## src/hdl/lsms_pkg.sv

```systemverilog
// Types, codes and tables shared by the LED and switch matrix scanner.
package lsms_pkg;

  typedef enum logic [1:0] {
    OpTick  = 2'd0,
    OpWrite = 2'd1,
    OpRead  = 2'd2
  } op_e;

  localparam int unsigned SampleW  = 10;
  localparam int unsigned ReadW    = 15;
  localparam int unsigned SwABit   = 13;
  localparam int unsigned SwBBit   = 14;
  localparam int unsigned NumCols  = 8;
  localparam logic [7:0]  DutyRst  = 8'd2;
  localparam logic [7:0]  SinkRst  = 8'hFE;

  typedef struct packed {
    op_e               op;
    logic [7:0]        data_byte;
    logic              sense_a_level;
    logic              sense_b_level;
    logic [SampleW-1:0] adc_sample;
  } req_t;

  typedef struct packed {
    logic [7:0]       sink_drive;
    logic             led_enable;
    logic [ReadW-1:0] read_data;
    logic [2:0]       adc_channel;
  } rsp_t;

  function automatic logic [2:0] chan_map(input logic [2:0] step);
    logic [2:0] ch;
    case (step)
      3'd0:    ch = 3'd5;
      3'd1:    ch = 3'd3;
      3'd2:    ch = 3'd0;
      3'd3:    ch = 3'd6;
      3'd4:    ch = 3'd4;
      3'd5:    ch = 3'd2;
      3'd6:    ch = 3'd1;
      default: ch = 3'd7;
    endcase
    return ch;
  endfunction

endpackage

```

## src/hdl/lsms_core.sv

```systemverilog
// Scan state registers and the per-request decode that updates them.
module lsms_core #(
  parameter int unsigned ADC_BITS = 10
) (
  input  logic            clk_i,
  input  logic            rst_ni,
  input  logic            en_i,
  input  lsms_pkg::req_t  req_i,
  input  logic [7:0]      led_on_phases_i,
  output lsms_pkg::rsp_t  rsp_o
);
  import lsms_pkg::*;

  localparam logic [SampleW-1:0] SampleMask =
    (ADC_BITS >= SampleW) ? {SampleW{1'b1}} : SampleW'((1 << ADC_BITS) - 1);

  logic [7:0] phase_q, phase_d;
  logic [7:0] pattern_q, pattern_d;
  logic [7:0] sw_a_q, sw_a_d;
  logic [7:0] sw_b_q, sw_b_d;
  logic [7:0] sink_q, sink_d;
  logic       lit_q, lit_d;

  logic [7:0] diff;
  logic [7:0] col;
  logic [2:0] step;

  always_comb begin
    phase_d   = phase_q;
    pattern_d = pattern_q;
    sw_a_d    = sw_a_q;
    sw_b_d    = sw_b_q;
    sink_d    = sink_q;
    lit_d     = lit_q;
    diff      = phase_q - led_on_phases_i;
    col       = 8'd0;
    step      = req_i.data_byte[2:0];

    rsp_o.read_data   = '0;
    rsp_o.adc_channel = '0;

    case (req_i.op)
      OpTick: begin
        phase_d = phase_q + 8'd1;
        if (phase_q == 8'd0) begin
          sink_d = ~pattern_q;
          lit_d  = 1'b1;
        end else if (phase_q == led_on_phases_i) begin
          lit_d = 1'b0;
        end else if (phase_q > led_on_phases_i) begin
          if (diff >= 8'd1 && diff <= 8'd8) begin
            col    = 8'd1 << (diff - 8'd1);
            sink_d = ~col;
            sw_a_d = req_i.sense_a_level ? (sw_a_q & ~col) : (sw_a_q | col);
          end else if (diff >= 8'd9 && diff <= 8'd16) begin
            col    = 8'd1 << (diff - 8'd9);
            sink_d = ~col;
            sw_b_d = req_i.sense_b_level ? (sw_b_q & ~col) : (sw_b_q | col);
          end
        end
      end
      OpWrite: begin
        pattern_d = req_i.data_byte;
      end
      OpRead: begin
        if (req_i.data_byte < 8'(NumCols)) begin
          rsp_o.read_data = ReadW'(req_i.adc_sample & SampleMask);
          rsp_o.read_data[SwABit] = sw_a_q[step];
          rsp_o.read_data[SwBBit] = sw_b_q[step];
          rsp_o.adc_channel = chan_map(step);
        end
      end
      default: ;
    endcase

    rsp_o.sink_drive = sink_d;
    rsp_o.led_enable = lit_d;
  end

  always_ff @(posedge clk_i or negedge rst_ni) begin
    if (!rst_ni) begin
      phase_q   <= 8'd0;
      pattern_q <= 8'd0;
      sw_a_q    <= 8'd0;
      sw_b_q    <= 8'd0;
      sink_q    <= SinkRst;
      lit_q     <= 1'b0;
    end else if (en_i) begin
      phase_q   <= phase_d;
      pattern_q <= pattern_d;
      sw_a_q    <= sw_a_d;
      sw_b_q    <= sw_b_d;
      sink_q    <= sink_d;
      lit_q     <= lit_d;
    end
  end

endmodule

```

## src/hdl/led_switch_matrix_scanner.sv

```systemverilog
// Top level of the LED and switch matrix scanner.
// Requests enter on in_valid_i / in_req_i and are taken at an edge where
// in_stall_o is low. op selects a tick (advance the scan phase, sample the
// sense inputs), an LED pattern write or a read of one step's ADC sample
// merged with its two switch bits. Every request gives exactly one response
// on out_valid_o / out_rsp_o, taken at an edge where out_stall_i is low.
// Responses show the sink pattern and LED enable after the request.
// A request passes the request register, then the response register.
// Throughput is one request per cycle while out_stall_i is low; the two
// registers each hold an entry, so a stalled response does not stop the
// next request from being taken until both are full.
// While out_stall_i is high the response holds; once the request register
// is also full, in_stall_o goes high.
// cfg_we_i / cfg_wdata_i write the LED-on phase count (reset 2); write it
// only when no request is in flight.
// Reset clears the phase, LED pattern and switch rows, drops the LED enable
// and leaves the first sink active.
module led_switch_matrix_scanner #(
  parameter int unsigned ADC_BITS = 10
) (
  input  logic           clk_i,
  input  logic           rst_ni,
  input  logic           in_valid_i,
  output logic           in_stall_o,
  input  lsms_pkg::req_t in_req_i,
  output logic           out_valid_o,
  input  logic           out_stall_i,
  output lsms_pkg::rsp_t out_rsp_o,
  input  logic           cfg_we_i,
  input  logic [7:0]     cfg_wdata_i
);
  import lsms_pkg::*;

  logic       req_valid_q;
  req_t       req_q;
  logic       rsp_valid_q;
  rsp_t       rsp_q;
  rsp_t       rsp_d;
  logic [7:0] duty_q;
  logic       adv;
  logic       take;

  assign adv        = req_valid_q && (!rsp_valid_q || !out_stall_i);
  assign take       = in_valid_i && (!req_valid_q || adv);
  assign in_stall_o = req_valid_q && !adv;

  lsms_core #(
    .ADC_BITS (ADC_BITS)
  ) u_core (
    .clk_i           (clk_i),
    .rst_ni          (rst_ni),
    .en_i            (adv),
    .req_i           (req_q),
    .led_on_phases_i (duty_q),
    .rsp_o           (rsp_d)
  );

  always_ff @(posedge clk_i or negedge rst_ni) begin
    if (!rst_ni) begin
      req_valid_q <= 1'b0;
      rsp_valid_q <= 1'b0;
      duty_q      <= DutyRst;
    end else begin
      if (cfg_we_i) begin
        duty_q <= cfg_wdata_i;
      end
      if (take) begin
        req_valid_q <= 1'b1;
      end else if (adv) begin
        req_valid_q <= 1'b0;
      end
      if (adv) begin
        rsp_valid_q <= 1'b1;
      end else if (!out_stall_i) begin
        rsp_valid_q <= 1'b0;
      end
    end
  end

  always_ff @(posedge clk_i) begin
    if (take) begin
      req_q <= in_req_i;
    end
    if (adv) begin
      rsp_q <= rsp_d;
    end
  end

  assign out_valid_o = rsp_valid_q;
  assign out_rsp_o   = rsp_q;

endmodule

```

## config.mk

```make
export PLATFORM = sky130hd
export DESIGN_NAME = led_switch_matrix_scanner
export DESIGN_NICKNAME = d
export VERILOG_FILES = /design/src/hdl/lsms_pkg.sv /design/src/hdl/lsms_core.sv /design/src/hdl/led_switch_matrix_scanner.sv
export SDC_FILE = /design/constraint.sdc
export NUM_CORES = 1
export LEC_CHECK = 0
export BUFFER_PORTS_ARGS = -buffer_cell sky130_fd_sc_hd__buf_2
export CORE_ASPECT_RATIO = 1.75
export CORE_MARGIN = 2
export CORE_UTILIZATION = 53
export CTS_CLUSTER_SIZE = 40
export DETAILED_ROUTE_END_ITERATION = 10
export PLACE_DENSITY = 0.77
export SLEW_MARGIN = 20
export SYNTH_ARGS = -nofsm -noshare
export SYNTH_HDL_FRONTEND = slang
export SYNTH_SLANG_ARGS = --single-unit
```

## constraint.sdc

```tcl
create_clock -name clk_i -period 4.1 [get_ports clk_i]
set_input_delay 0.41 -clock clk_i [delete_from_list [all_inputs] [get_ports clk_i]]
set_output_delay 0.41 -clock clk_i [all_outputs]
set_load 0.03 [all_outputs]
```

[Yosys cells after proc, flatten, opt, wreduce, memory -nomap -nowiden]
Index checks and enable logic that the tools add are counted.
Operators by class
  bitwise gates (word level): 10
  reduce and logical (&&, ||, !) cells: 20
  muxes and demuxes: 20
  $add $sub $neg: 4
  shift operators: 2
  eq/ne operators: 10
  magnitude comparators: 7
Operators by type and width (number)
  8-bit two-way mux: 8
  8-bit NOT: 3
  3-bit one-hot mux with 7 select lines: 1
  8-bit bitwise AND: 2
  8-bit OR: 2
  1-bit by 8-bit << shifter with 8-bit output (first input constant): 2
  3-bit == test (second input constant): 3
  1-bit two-way mux: 9
  8-bit by 1-bit adder with 8-bit output (second input constant): 1
  8-bit == test: 1
  8-bit by 1-bit greater-or-equal comparator with 1-bit output (second input constant): 1
  8-bit by 4-bit greater-or-equal comparator with 1-bit output (second input constant): 1
  8-bit > comparator: 1
  8-bit by 4-bit <= comparator with 1-bit output (second input constant): 1
  8-bit by 5-bit <= comparator with 1-bit output (second input constant): 1
  8-bit logical NOT: 1
  8-bit by 4-bit less-than comparator with 1-bit output (second input constant): 1
  8-bit by 1-bit subtractor with 8-bit output (second input constant): 1
  8-bit by 4-bit subtractor with 8-bit output (second input constant): 1
  8-bit subtractor: 1
  7-bit AND reduction: 1
  1-bit binary-select mux with 3-bit select: 2
  3-bit by 2-bit == test with 1-bit output (second input constant): 2
  2-bit AND reduction: 3
  other kinds (13): 23
Storage, ports and cells
  register bits after elaboration: 100
  word-level logic and storage cells: 92

[Longest topological paths before layout]
Gate-level depths: netlist of the first run.
  depth after elaboration: 10
  gate-level depth with buffers: 12

[By module]
A second synthesis of the first run with hierarchy kept.
Unflattened totals
  cell total of the unflattened synthesis: 450
  area, all modules: 5176.2 µm²
Modules (own cells, without submodules)
  lsms_core: area an instance 3285.7 µm², cells an instance 376, instances 1
  led_switch_matrix_scanner: area an instance 1890.6 µm², cells an instance 74, instances 1

[Worst setup path before layout of the first run]
Ideal clock, no wire load.
  path type: register to register
  from: register rsp_valid_q (netlist: out_valid_o)
  to: register (tool-made name)
  required time: 3.967 ns
  slack: -0.129 ns
  arrival time: 4.095 ns
  cell stages (with the launch flop): 10
  library setup time: 0.133 ns
  period minus slack after synthesis: 4.229 ns
  cell sequence: dfrtp_1 a21boi_0 and2_1 and2_1 nand4_1 or4_4 buf_6 nor2_4 nand2_1 mux2i_1
RTL lines
  start: declaration: RTL line led_switch_matrix_scanner.sv:36  | logic rsp_valid_q;
  start signal: assignment: RTL line led_switch_matrix_scanner.sv:61  | rsp_valid_q <= 1'b0;
  start signal: assignment: RTL line led_switch_matrix_scanner.sv:73  | rsp_valid_q <= 1'b1;
  start signal: assignment: RTL line led_switch_matrix_scanner.sv:75  | rsp_valid_q <= 1'b0;

==> results of run 1 <==
layout by cell type, fill, tap and decap left out, types with 3 or more instances in the layout:
cell / count
o221ai_1: 11
mux2i_1: 6
nand3_1: 10
buf_2: 60
and3_1: 5
or4_2: 3
o31ai_1: 13
dfstp_2: 8
o21ai_0: 47
buf_4: 10
xnor2_1: 10
inv_6: 3
conb_1: 3
nor3_1: 5
edfxtp_1: 46
o41ai_1: 4
ha_1: 17
dfrtp_1: 43
a21oi_1: 16
mux2_2: 13
nor2_1: 32
or2_2: 6
nand2_1: 40
o211ai_1: 5
and2_1: 18
clkbuf_16: 9
inv_1: 21
nand3b_1: 3
nor2b_1: 3
a211o_1: 4
mux4_2: 4
o21ai_1: 4
nand4_1: 9
nand2b_1: 5
cell families after synthesis:
| logic type | after synthesis | synth area share, % |
|---|---|---|
| XOR/XNOR | 14 | 2.69 |
| AO/OA/AOI/OAI | 132 | 17.1 |
| buffers and inverters | 41 | 3.84 |
| flip-flops | 97 | 49.9 |
| multiplexers | 23 | 5.55 |
| other | 1 | 0.0702 |
| adder cells (fa/ha/maj) | 18 | 4.35 |
| AND/OR/NAND/NOR | 160 | 16.5 |
area by class of cell:
class	instances	area share [%]
inverters	21	1.29
repair buffers	70	6.17
multi-input cells	350	40.8
clock inverters	7	1.62
clock buffers	9	3.70
well taps	125	2.57
flip-flops and latches	97	43.8
through the flow:
stage	utilization, %	setup WS, ns
after global routing	61.8	0.172
after global placement	58.5	0.483
after detailed placement	58.5	0.416
after CTS	61.8	0.387
final	61.8	0.345
after floorplan	-	0.602
power by group:
group	internal, W	leakage, nW	switching (W)	total, W
sequential	0.00120	1.07	0.000123	0.00132
combinational	0.000622	1.30	0.00112	0.00174
clock	0.000540	0.157	0.000378	0.000918
total	0.00236	2.53	0.00162	0.00399
worst max-delay path, stage by stage (launching register included):
cell and delay, ns:
dfrtp_1 0.41, inv_1 0.11, ha_1 0.23, fa_1 0.43
nand2b_2 0.24, a21o_2 0.23, xnor2_2 0.21, or3_4 0.41
a211oi_4 0.61, buf_4 0.26, nand3_4 0.11, o31ai_1 0.27
o41ai_1 0.12
per-layer routing:
layer | global-route usage [%] | up-vias | routed length, um
li1 | - | 1932 | -
met1 | 26.5 | 1971 | 4690
met2 | 47.5 | 123 | 7260
met3 | 3.89 | 44 | 452
met4 | 15.5 | 0 | 660
met5 | 0 | - | 0
cell usage after synthesis (all sizes together), types with 3 or more instances:
cell / count / area share (%)
nand2b: 7 / 1.0
a21oi: 17 / 1.7
o221ai: 11 / 1.8
o21ai: 51 / 4.8
nand3: 11 / 1.3
or4: 4 / 0.70
o31ai: 13 / 1.8
nand2: 40 / 2.8
mux4: 4 / 1.7
nor2b: 3 / 0.35
nor2: 33 / 2.5
a211oi: 3 / 0.66
o41ai: 4 / 0.66
nor3: 5 / 0.47
mux2i: 6 / 1.1
a211o: 4 / 0.66
edfxtp: 46 / 26
nand4: 9 / 1.1
or2: 8 / 0.94
nand3b: 3 / 0.42
inv: 21 / 1.5
dfrtp: 43 / 20
ha: 17 / 4.0
and2: 19 / 2.2
mux2: 13 / 2.7
xnor2: 11 / 1.9
buf: 14 / 1.9
clkbuf: 6 / 0.42
dfstp: 8 / 3.9
o211ai: 7 / 1.2
and3: 5 / 0.59
o22ai: 3 / 0.47
worst paths after layout:
check,startpoint,end,slack (ns),cells past startpoint
min,rst_ni,u_core.phase_q[5],0.16,2
max reg2reg,u_core.phase_q[0],flop,0.35,12
max,u_core.phase_q[0],flop,0.35,12
min reg2reg,req_valid_q,out_valid_o,0.49,1
max in group asynchronous,rst_ni,async pin,3.48,2
min in group clk_i,in_req_i[21],req_q[21],0.24,1
==> results.md, run 1 <==
- Gr usage total: 25.7%
- Tightest Hold Check Type: in -> async
- Status: completed
- CP Launch Type: flop
- Pwr Density: 655 mW/mm^2
- Yosys warnings: 0
- Floorplan row count: 48
- Fraction of layout cells with a size suffix above 1: 25.3%
- Num CTS Buffers: 9
- Overall power: 0.00399 W
- Max cap viols: 0
- Final hold vios: 0
- Diodes inserted: 0
- Final Max Tran Viols: 0
- RSZ-0062 raised after global routing: false
- Period utilization: 91.6%
- Port buffer count: 60
- Total negative slack: 0 ns
- Hold buffer count at cts: 0
- Core Region: 0.00985 mm^2
- Htree depth: 3
- Final Instance Area: 0.00609 mm^2
- Actual slew at the worst max-slew pin: 0.723 ns
- Top-Level Pins: 64
- Yosys cell types: 76
- Final setup viols: 0
- Seq cells post-synth: 97
- Drt pass-1 iters: 4
- Worst path arrival time: 3.97 ns
- Vias in the first global route: 4251
- Number of synthesized flops with an enable pin: 46
- Fillers: 835
- Max FO, Critical Path: 13
- CTS tree: built
- Max Root-Sink Buffers: 2
- F_max: 0.266 GHz
- Drt total wl: 13100 um
- Pin count of the biggest net entering global routing: 52
- Post-layout nets: 602
- Fraction of registers with async set/reset: 52.6%
- Syn Std Cell Area: 0.00535 mm^2
- Root buf cell: clkbuf_16
- WP data required: 4.32 ns
- Critical Path End Type: flop
- First-pass GRT wire length: 21100 um
- Antenna violations before repair: 0
- Maximum vdd drop: 473 uV
- Clk slew on worst S/H paths: 0.07 ns
- Seq. cell area: 0.00267 mm^2
- Dpl hpwl: 9820 um
- Sink count of the clock tree: 97
- WHS: 0.164 ns
- DP Area: 0.00576 mm^2
- Multi-input gate area: 0.00248 mm^2
- # DRC: 0
- Worst relative slew slack: 51.4%
- Avg Cell Area, Syn: 11.0 um^2
- Vias per inst: 5.99
- Crit path kind: reg -> reg
- Cells after Synth: 486
- Antenna Nets Post-Route: 0
- Post_cts resized: 0
- Skew-Pair Late Insertion Delay: 0.35 ns
- Initial Utilization: 54.3%
- Congestion Overflow GR: 0
- Die area: 0.0109 mm^2
- Final worst path period need: 3.75 ns
- Die Span X: 79.9 um
- Final clock skew: 0.00688 ns
- Synth-to-Final Area Change: 13.9%
- 1st-iter DRT viols: 276
- Post-synth top flop: edfxtp_1
- Routability cong.: 0.935
- Die height: 137 um
- Routed WL per cell: 19.2 um
- Fin cells: 679
- Placed Instances: 663
- LEAKAGE: 2.53 nW
- Register area share after synthesis: 49.9%
- Routed via count: 4070
- Post-CTS Repair Setup Buffers: 0
Power figures use the tool's default switching activity.
==> run 2: changes to the inputs <==
--- a/config.mk
+++ b/config.mk
@@ -5,6 +5,7 @@
 export SDC_FILE = /design/constraint.sdc
 export NUM_CORES = 1
 export LEC_CHECK = 0
+export ABC_AREA = 1
 export BUFFER_PORTS_ARGS = -buffer_cell sky130_fd_sc_hd__buf_2
 export CORE_ASPECT_RATIO = 1.75
 export CORE_MARGIN = 2
==> run 2 against run 1 <==
- combinational power about the same
- synthesized cell count increased by 31%
- wire length down 7.7%
- largest cell class unchanged
- power is 3.8% lower
==> results.md, run 2 <==
- Status: completed
- Dpl hpwl: 9140 um (-7.0%)
- Worst path arrival time: 3.53 ns (-0.44 ns)
- Total negative slack: 0 ns (unchanged)
- Root buf cell: clkbuf_16
- LEAKAGE: 2.91 nW (+15%)
- Post_cts resized: 0 (unchanged)
- RSZ-0062 raised after global routing: false
- Drt pass-1 iters: 4 (unchanged)
- Fraction of registers with async set/reset: 52.6% (unchanged)
- Seq. cell area: 0.00267 mm^2 (unchanged)
- Floorplan row count: 48 (unchanged)
- CP Launch Type: flop
- Top cell type's share of synthesized area: 25.8% (-0.048 points)
- Skew-Pair Late Insertion Delay: 0.35 ns (about the same)
- Worst relative slew slack: 36.5% (-15 points)
- Synth-to-Final Area Change: 12.9%
- Fraction of layout cells with a size suffix above 1: 17.8% (-7.5 points)
- Vias per inst: 5.22 (-13%)
- WP data required: 4.18 ns (-0.14 ns)
- # DRC: 0 (unchanged)
- 1st-iter DRT viols: 194 (-30%)
- Actual slew at the worst max-slew pin: 0.952 ns (+0.230 ns)
- Seq cells post-synth: 97 (unchanged)
- Drt total wl: 12100 um (-7.7%)
- Max FO, Critical Path: 11 (-2)
- Highest routed metal layer: met4
- Pin count of the biggest net entering global routing: 52 (unchanged)
- Final clock skew: 0.00635 ns (-0.000537 ns)
- Avg Cell Area, Syn: 8.43 um^2 (-23%)
- Met2 wire length: 6640 um (-8.5%)
- Cells after Synth: 635 (+31%)
- Antenna violations before repair: 0 (unchanged)
- First-pass GRT wire length: 19700 um (-6.5%)
- Post-synth top flop: edfxtp_1
- Initial Utilization: 54.4% (+0.10 points)
- Count leader, synth: nand2_1
- Tightest Hold Check Type: in -> async
- Gr usage total: 23.7% (-2.0 points)
- Sink count of the clock tree: 97 (unchanged)
- Max Root-Sink Buffers: 2 (unchanged)
- Final Max Tran Viols: 0 (unchanged)
- Port buffer count: 60 (unchanged)
- Htree depth: 3 (unchanged)
- Number of synthesized flops with an enable pin: 46 (unchanged)
- Pwr Density: 635 mW/mm^2 (-3.1%)
- Multi-input gate area: 0.00225 mm^2 (-9.3%)
- Top-Level Pins: 64 (unchanged)
- Crit path kind: reg -> reg
- Core Region: 0.00985 mm^2 (unchanged)
- Area leader, netlist: edfxtp_1
- Num CTS Buffers: 9 (unchanged)
- Wire length on met3: 451 um (-0.22%)
- Final setup viols: 0 (unchanged)
- Diodes inserted: 0 (unchanged)
- Routed WL per cell: 14.5 um (-24%)
- Final hold vios: 0 (unchanged)
- Final Util: 61.4% (-0.42 points)
- Hold buffer count at cts: 0 (unchanged)
- Yosys cell types: 42 (-45%)
- Vias in the first global route: 4412 (+3.8%)
- Fillers: 882 (+5.6%)
- Register area share after synthesis: 49.8% (-0.093 points)
- Maximum vdd drop: 513 uV (+8.6%)
- Antenna Nets Post-Route: 0 (unchanged)
- Die area: 0.0110 mm^2 (+0.18%)
- CTS tree: built
- Post-layout nets: 752 (+25%)
- Congestion Overflow GR: 0 (unchanged)
- Routability cong.: 0.942 (+0.72%)
- Die height: 137 um (about the same)
- Yosys warnings: 0 (unchanged)
- Post-CTS Repair Setup Buffers: 0 (unchanged)
- Synth area leaders: edfxtp_1, dfrtp_1, nand2_1
- Commonest non-fill, non-tap cell in the layout: nand2_1
- Final worst path period need: 3.45 ns (-0.301 ns)
- Clk slew on worst S/H paths: 0.07 ns (about the same)
- Wl on met1: 4390 um (-6.3%)
- F_max: 0.290 GHz (+8.7%)
- Routed via count: 4331 (+6.4%)
- Die Span X: 80.0 um (about the same)
- Post-synth top cells: nand2_1, inv_1, nand3_1
- Period utilization: 84.2% (-7.3 points)
- Critical Path End Type: flop
- Max cap viols: 0 (unchanged)
- Commonest non-fill, non-tap cells in the layout: nand2_1, inv_1, buf_2
- Syn Std Cell Area: 0.00536 mm^2 (+0.19%)
[run 2: layout make-up]
type	instances	share of cell area (%)
sequential	97	44.1
multi-input combinational	429	37.3
inverter	99	6.15
timing repair buffer	63	5.34
clock buffer	11	3.85
tap	125	2.59
clock inverter	5	0.683
[run 2: cells by family (layout without fill, tap and decap cells)]
logic type	count (synthesis)	count (layout)	synth area share, %
DFF	97	97	49.8
muxes	6	6	1.14
other	1	3	0.0700
AOI/OAI and AO/OA	77	77	7.94
and+or+nand+nor	319	319	27.4
adders and majority gates	18	18	4.35
xor gates and xnor gates	6	6	0.981
buffers and inverters	111	178	8.29
[run 2: metal layers]
| layer | vias up | track usage (%) |
|---|---|---|
| met5 | - | 0 |
| met4 | 0 | 14.2 |
| met3 | 35 | 5.01 |
| met2 | 112 | 43.5 |
| met1 | 1991 | 23.8 |
| li1 | 2193 | - |
[run 2: where the power goes]
group	total [W]	internal (W)	switching, W	leakage (nW)
registers	0.00131	0.00121	0.0000917	1.05
logic	0.00174	0.000500	0.00124	1.72
clock network	0.000792	0.000418	0.000373	0.132
[run 2: path summary, 6_finish.rpt]
kind                              startpoint          endpoint  slack (ns)  cells after the start
max in group asynchronous             rst_ni         async pin        3.50                      2
max                        u_core.phase_q[0]     out_rsp_o[25]        0.65                     19
min reg2reg                 u_core.sink_q[1]  u_core.sink_q[1]        0.47                      2
min                                   rst_ni       out_valid_o        0.17                      2
min in group clk_i              in_req_i[19]         req_q[19]        0.23                      1
max reg2reg                u_core.phase_q[0]     out_rsp_o[25]        0.65                     19
[run 2: critical path, cell delays in order (launching register included)]
cell	delay [ns]
dfrtp_1	0.39
inv_1	0.09
ha_1	0.21
fa_1	0.38
inv_1	0.09
nand2_1	0.08
nand2_2	0.12
nand3b_4	0.09
nand2_2	0.07
nand2_1	0.05
nand2_1	0.09
nand2_1	0.07
a21oi_1	0.11
nand3_1	0.46
nor2_2	0.46
nand2_1	0.10
nand2_1	0.07
nand3_1	0.07
nand2_1	0.08
o211ai_1	0.09
[run 2: stage by stage]
| stage | power [W] | instance area (um^2) | instances | setup WS, ns | hold slack (ns) |
|---|---|---|---|---|---|
| 3_3_place_gp | 0.00298 | 5770 | 813 | 0.798 | 0.455 |
| 5_1_grt | 0.00413 | 6050 | 829 | 0.284 | 0.217 |
| 2_1_floorplan | 0.00265 | 5360 | 637 | 1.35 | 0.114 |
| 4_1_cts | 0.00384 | 6050 | 829 | 0.683 | 0.183 |
| 6_report | 0.00384 | 6050 | 829 | 0.646 | 0.169 |
| 3_5_place_dp | 0.00304 | 5770 | 813 | 0.678 | 0.460 |
==> run 3: changes to the inputs <==
==> constraint.sdc (replaced) <==
create_clock -name clk_i -period 3 [get_ports clk_i]
set_input_delay 0.3 -clock clk_i [delete_from_list [all_inputs] [get_ports clk_i]]
set_output_delay 0.3 -clock clk_i [all_outputs]
set_load 0.03 [all_outputs]
==> run 3 against run 2 <==
- maximum frequency up 17%
- non-clock buffer count up 32
- via count up 8.8%
- combinational power up 97%
- utilization up 6.5 points
- worst setup slack worse by 0.59 ns
- power up 68%
- design area up 11%
- clock-buffer cell count down 2
- global-route usage up 1.5 points
- largest power group unchanged
==> results.md, run 3 (synthesis gave the netlist of run 2 again) <==
- Final clock skew: 0.00700 ns (+0.000650 ns)
- Final hold vios: 0 (unchanged)
- Gr usage total: 25.2% (+1.5 points)
- # DRC: 0 (unchanged)
- RR Startpoint: u_core.phase_q[0]
- Sink count of the clock tree: 97 (unchanged)
- Total negative slack: 0 ns (unchanged)
- Commonest non-fill, non-tap cell in the layout: nand2_1
- Hold Startpoint: in_req_i[16]
- Vias per inst: 5.47 (+4.8%)
- Status: completed
- Drt total wl: 13800 um (+14%)
- Post-layout nets: 784 (+4.3%)
- Core Region: 0.00985 mm^2 (unchanged)
- Max FO, Critical Path: 4 (-7)
- Top-Level Pins: 64 (unchanged)
- LEAKAGE: 3.15 nW (+8.2%)
- Worst relative slew slack: 35.0% (-1.5 points)
- Fillers: 788 (-11%)
- Pwr Density: 963 mW/mm^2 (+52%)
- Worst path max stage delay: 0.59 ns (+0.13 ns)
- Antenna Nets Post-Route: 0 (unchanged)
- Maximum vdd drop: 741 uV (+45%)
- Final Max Tran Viols: 0 (unchanged)
- CP most frequent cell: nand2_1
- Diodes inserted: 0 (unchanged)
- Die height: 137 um (unchanged)
- Worst path arrival time: 3.25 ns (-0.28 ns)
- Floorplan row count: 48 (unchanged)
- Routed via count: 4712 (+8.8%)
- Htree depth: 3 (unchanged)
- Skew-Pair Late Insertion Delay: 0.35 ns (about the same)
- WP data required: 3.30 ns (-0.88 ns)
- Seq pwr share: 27.6% (-6.4 points)
- Fraction of layout cells with a size suffix above 1: 28.4% (+11 points)
- Final worst path period need: 2.95 ns (-0.506 ns)
- Vias in the first global route: 4714 (+6.8%)
- Drt pass-1 iters: 5 (+1)
- CTS tree: built
- Tightest Hold Check Type: in -> reg
- Seq. cell area: 0.00267 mm^2 (unchanged)
- Routability cong.: 0.963 (+2.3%)
- Multi-input gate area: 0.00255 mm^2 (+13%)
- Die area: 0.0110 mm^2 (unchanged)
- Port buffer count: 60 (unchanged)
- Die Span X: 80.0 um (unchanged)
- Hold depth: 1
- Switching Fraction: 45.2% (+0.78 points)
- Internal Power: 0.00353 W (+65%)
- Antenna violations before repair: 0 (unchanged)
- Clock Power Share: 19.2% (-1.4 points)
- WHS: 0.119 ns (-0.0492 ns)
- RSZ-0062 raised after global routing: true
- Commonest non-fill, non-tap cells in the layout: nand2_1, inv_1, buf_2
- Worst R2R Setup Slack: 0.05 ns (-0.59 ns)
- Synth-to-Final Area Change: 24.8%
- Reg2reg path depth: 19 (unchanged)
- R2R Path End: u_core.sink_q[3]
- Dpl hpwl: 9830 um (+7.5%)
- 1st-iter DRT viols: 261 (+35%)
- Net Switching: 0.00291 W (+71%)
- Num CTS Buffers: 9 (unchanged)
- Pin count of the biggest net entering global routing: 35 (-33%)
- Actual slew at the worst max-slew pin: 0.974 ns (+0.0223 ns)
- Max cap viols: 0 (unchanged)
- Root buf cell: clkbuf_16
- Period utilization: 98.3% (+14 points)
- Worst min-delay path endpoint: req_q[16]
- F_max: 0.339 GHz (+17%)
- Combinational share of power: 53.2% (+7.9 points)
- Final setup viols: 0 (unchanged)
- Worst-path cell chain: inv_2 > ha_4 > fa_2 > buf_6 > ha_1 > inv_1 > nor2_2 > nand2_1 > a21oi_2 > nand3_4 > buf_4 > clkbuf_16 > a21oi_1 > nand2_1 > nand3_1 > nand2_1 > nand2_1 > nand2_1 > nand2_1
- Clk slew on worst S/H paths: 0.08 ns (about the same)
- Initial Utilization: 54.4% (unchanged)
- Crit path kind: reg -> reg
- Max Root-Sink Buffers: 2 (unchanged)
- Pre-CTS setup slack: -0.0956 ns (-0.773 ns)
- Slowest CP cell: fa_2
- First-pass GRT wire length: 21000 um (+6.4%)
- Critical Path End Type: flop
- CP Launch Type: flop
- Setup ws final: 0.0520 ns (-0.594 ns)
- Routed WL per cell: 16.0 um (+10%)
- Congestion Overflow GR: 0 (unchanged)
-- run 3: power groups by stage --
| stage | Combinational (W) | Sequential (W) | Clock [W] |
|---|---|---|---|
| after floorplan | 0.00176 | 0.00186 | 0 |
| after global placement | 0.00261 | 0.00179 | 0 |
| after detailed placement | 0.00266 | 0.00180 | 0 |
| after CTS | 0.00281 | 0.00177 | 0.00125 |
| after global routing | 0.00373 | 0.00180 | 0.00129 |
| final | 0.00342 | 0.00178 | 0.00124 |
-- run 3: metrics by stage --
step                power, W  area (um^2)  utilization [%]  instances
floorplan            0.00363         5360                -        637
global placement     0.00440         5930             60.3        833
detailed placement   0.00446         5930             60.3        833
CTS                  0.00583         6350             64.5        853
global route         0.00682         6690             67.9        861
finish               0.00644         6690             67.9        861
-- run 3: metal layers --
metal	part of all wire [%]	vias up	global-route usage, %
li1	-	2253	-
met1	34	2242	23.9
met2	56	158	48.6
met3	3.8	59	4.35
met4	6.3	0	14.9
met5	0	-	0
-- run 3: area by class of cell --
class	instances	share of cell area (%)
Clock buffer	9	3.37
Clock inverter	7	1.44
Inverter	99	5.56
Multi-Input combinational cell	429	38.2
Sequential cell	97	39.9
Tap cell	125	2.34
Timing Repair Buffer	95	9.21
-- run 3: worst max-delay path by stage --
stage,startpoint,endpoint,slack (ns)
3_5_place_dp,u_core.phase_q[0],out_rsp_o[21],-0.1
5_1_grt,u_core.phase_q[0],out_rsp_o[21],-0.07
6_report,u_core.phase_q[0],u_core.sink_q[3],0.05
2_1_floorplan,u_core.phase_q[0],out_rsp_o[22],0.25
4_1_cts,u_core.phase_q[0],out_rsp_o[23],-0.0003
3_3_place_gp,u_core.phase_q[0],out_rsp_o[24],0.01
-- run 3: repair_timing --
| action | 4_1_cts | 5_1_grt |
|---|---|---|
| buffers inserted | 3 | 7 |
| setup endpoints to repair | 14 | 32 |
| pin swaps | 2 | 15 |
| hold buffers | 1 | 0 |
| gates resized for setup | 13 | 62 |
| gates cloned | 0 | 1 |
| hold endpoints to repair | 20 | 0 |
-- run 3: critical path: cells and delay by family (launching register included) --
family	cells	cell delay, ns
flops	1	0.36
simple gates	9	0.77
compound gates	2	0.32
buf+inv	5	0.54
fa+ha+maj	3	0.90
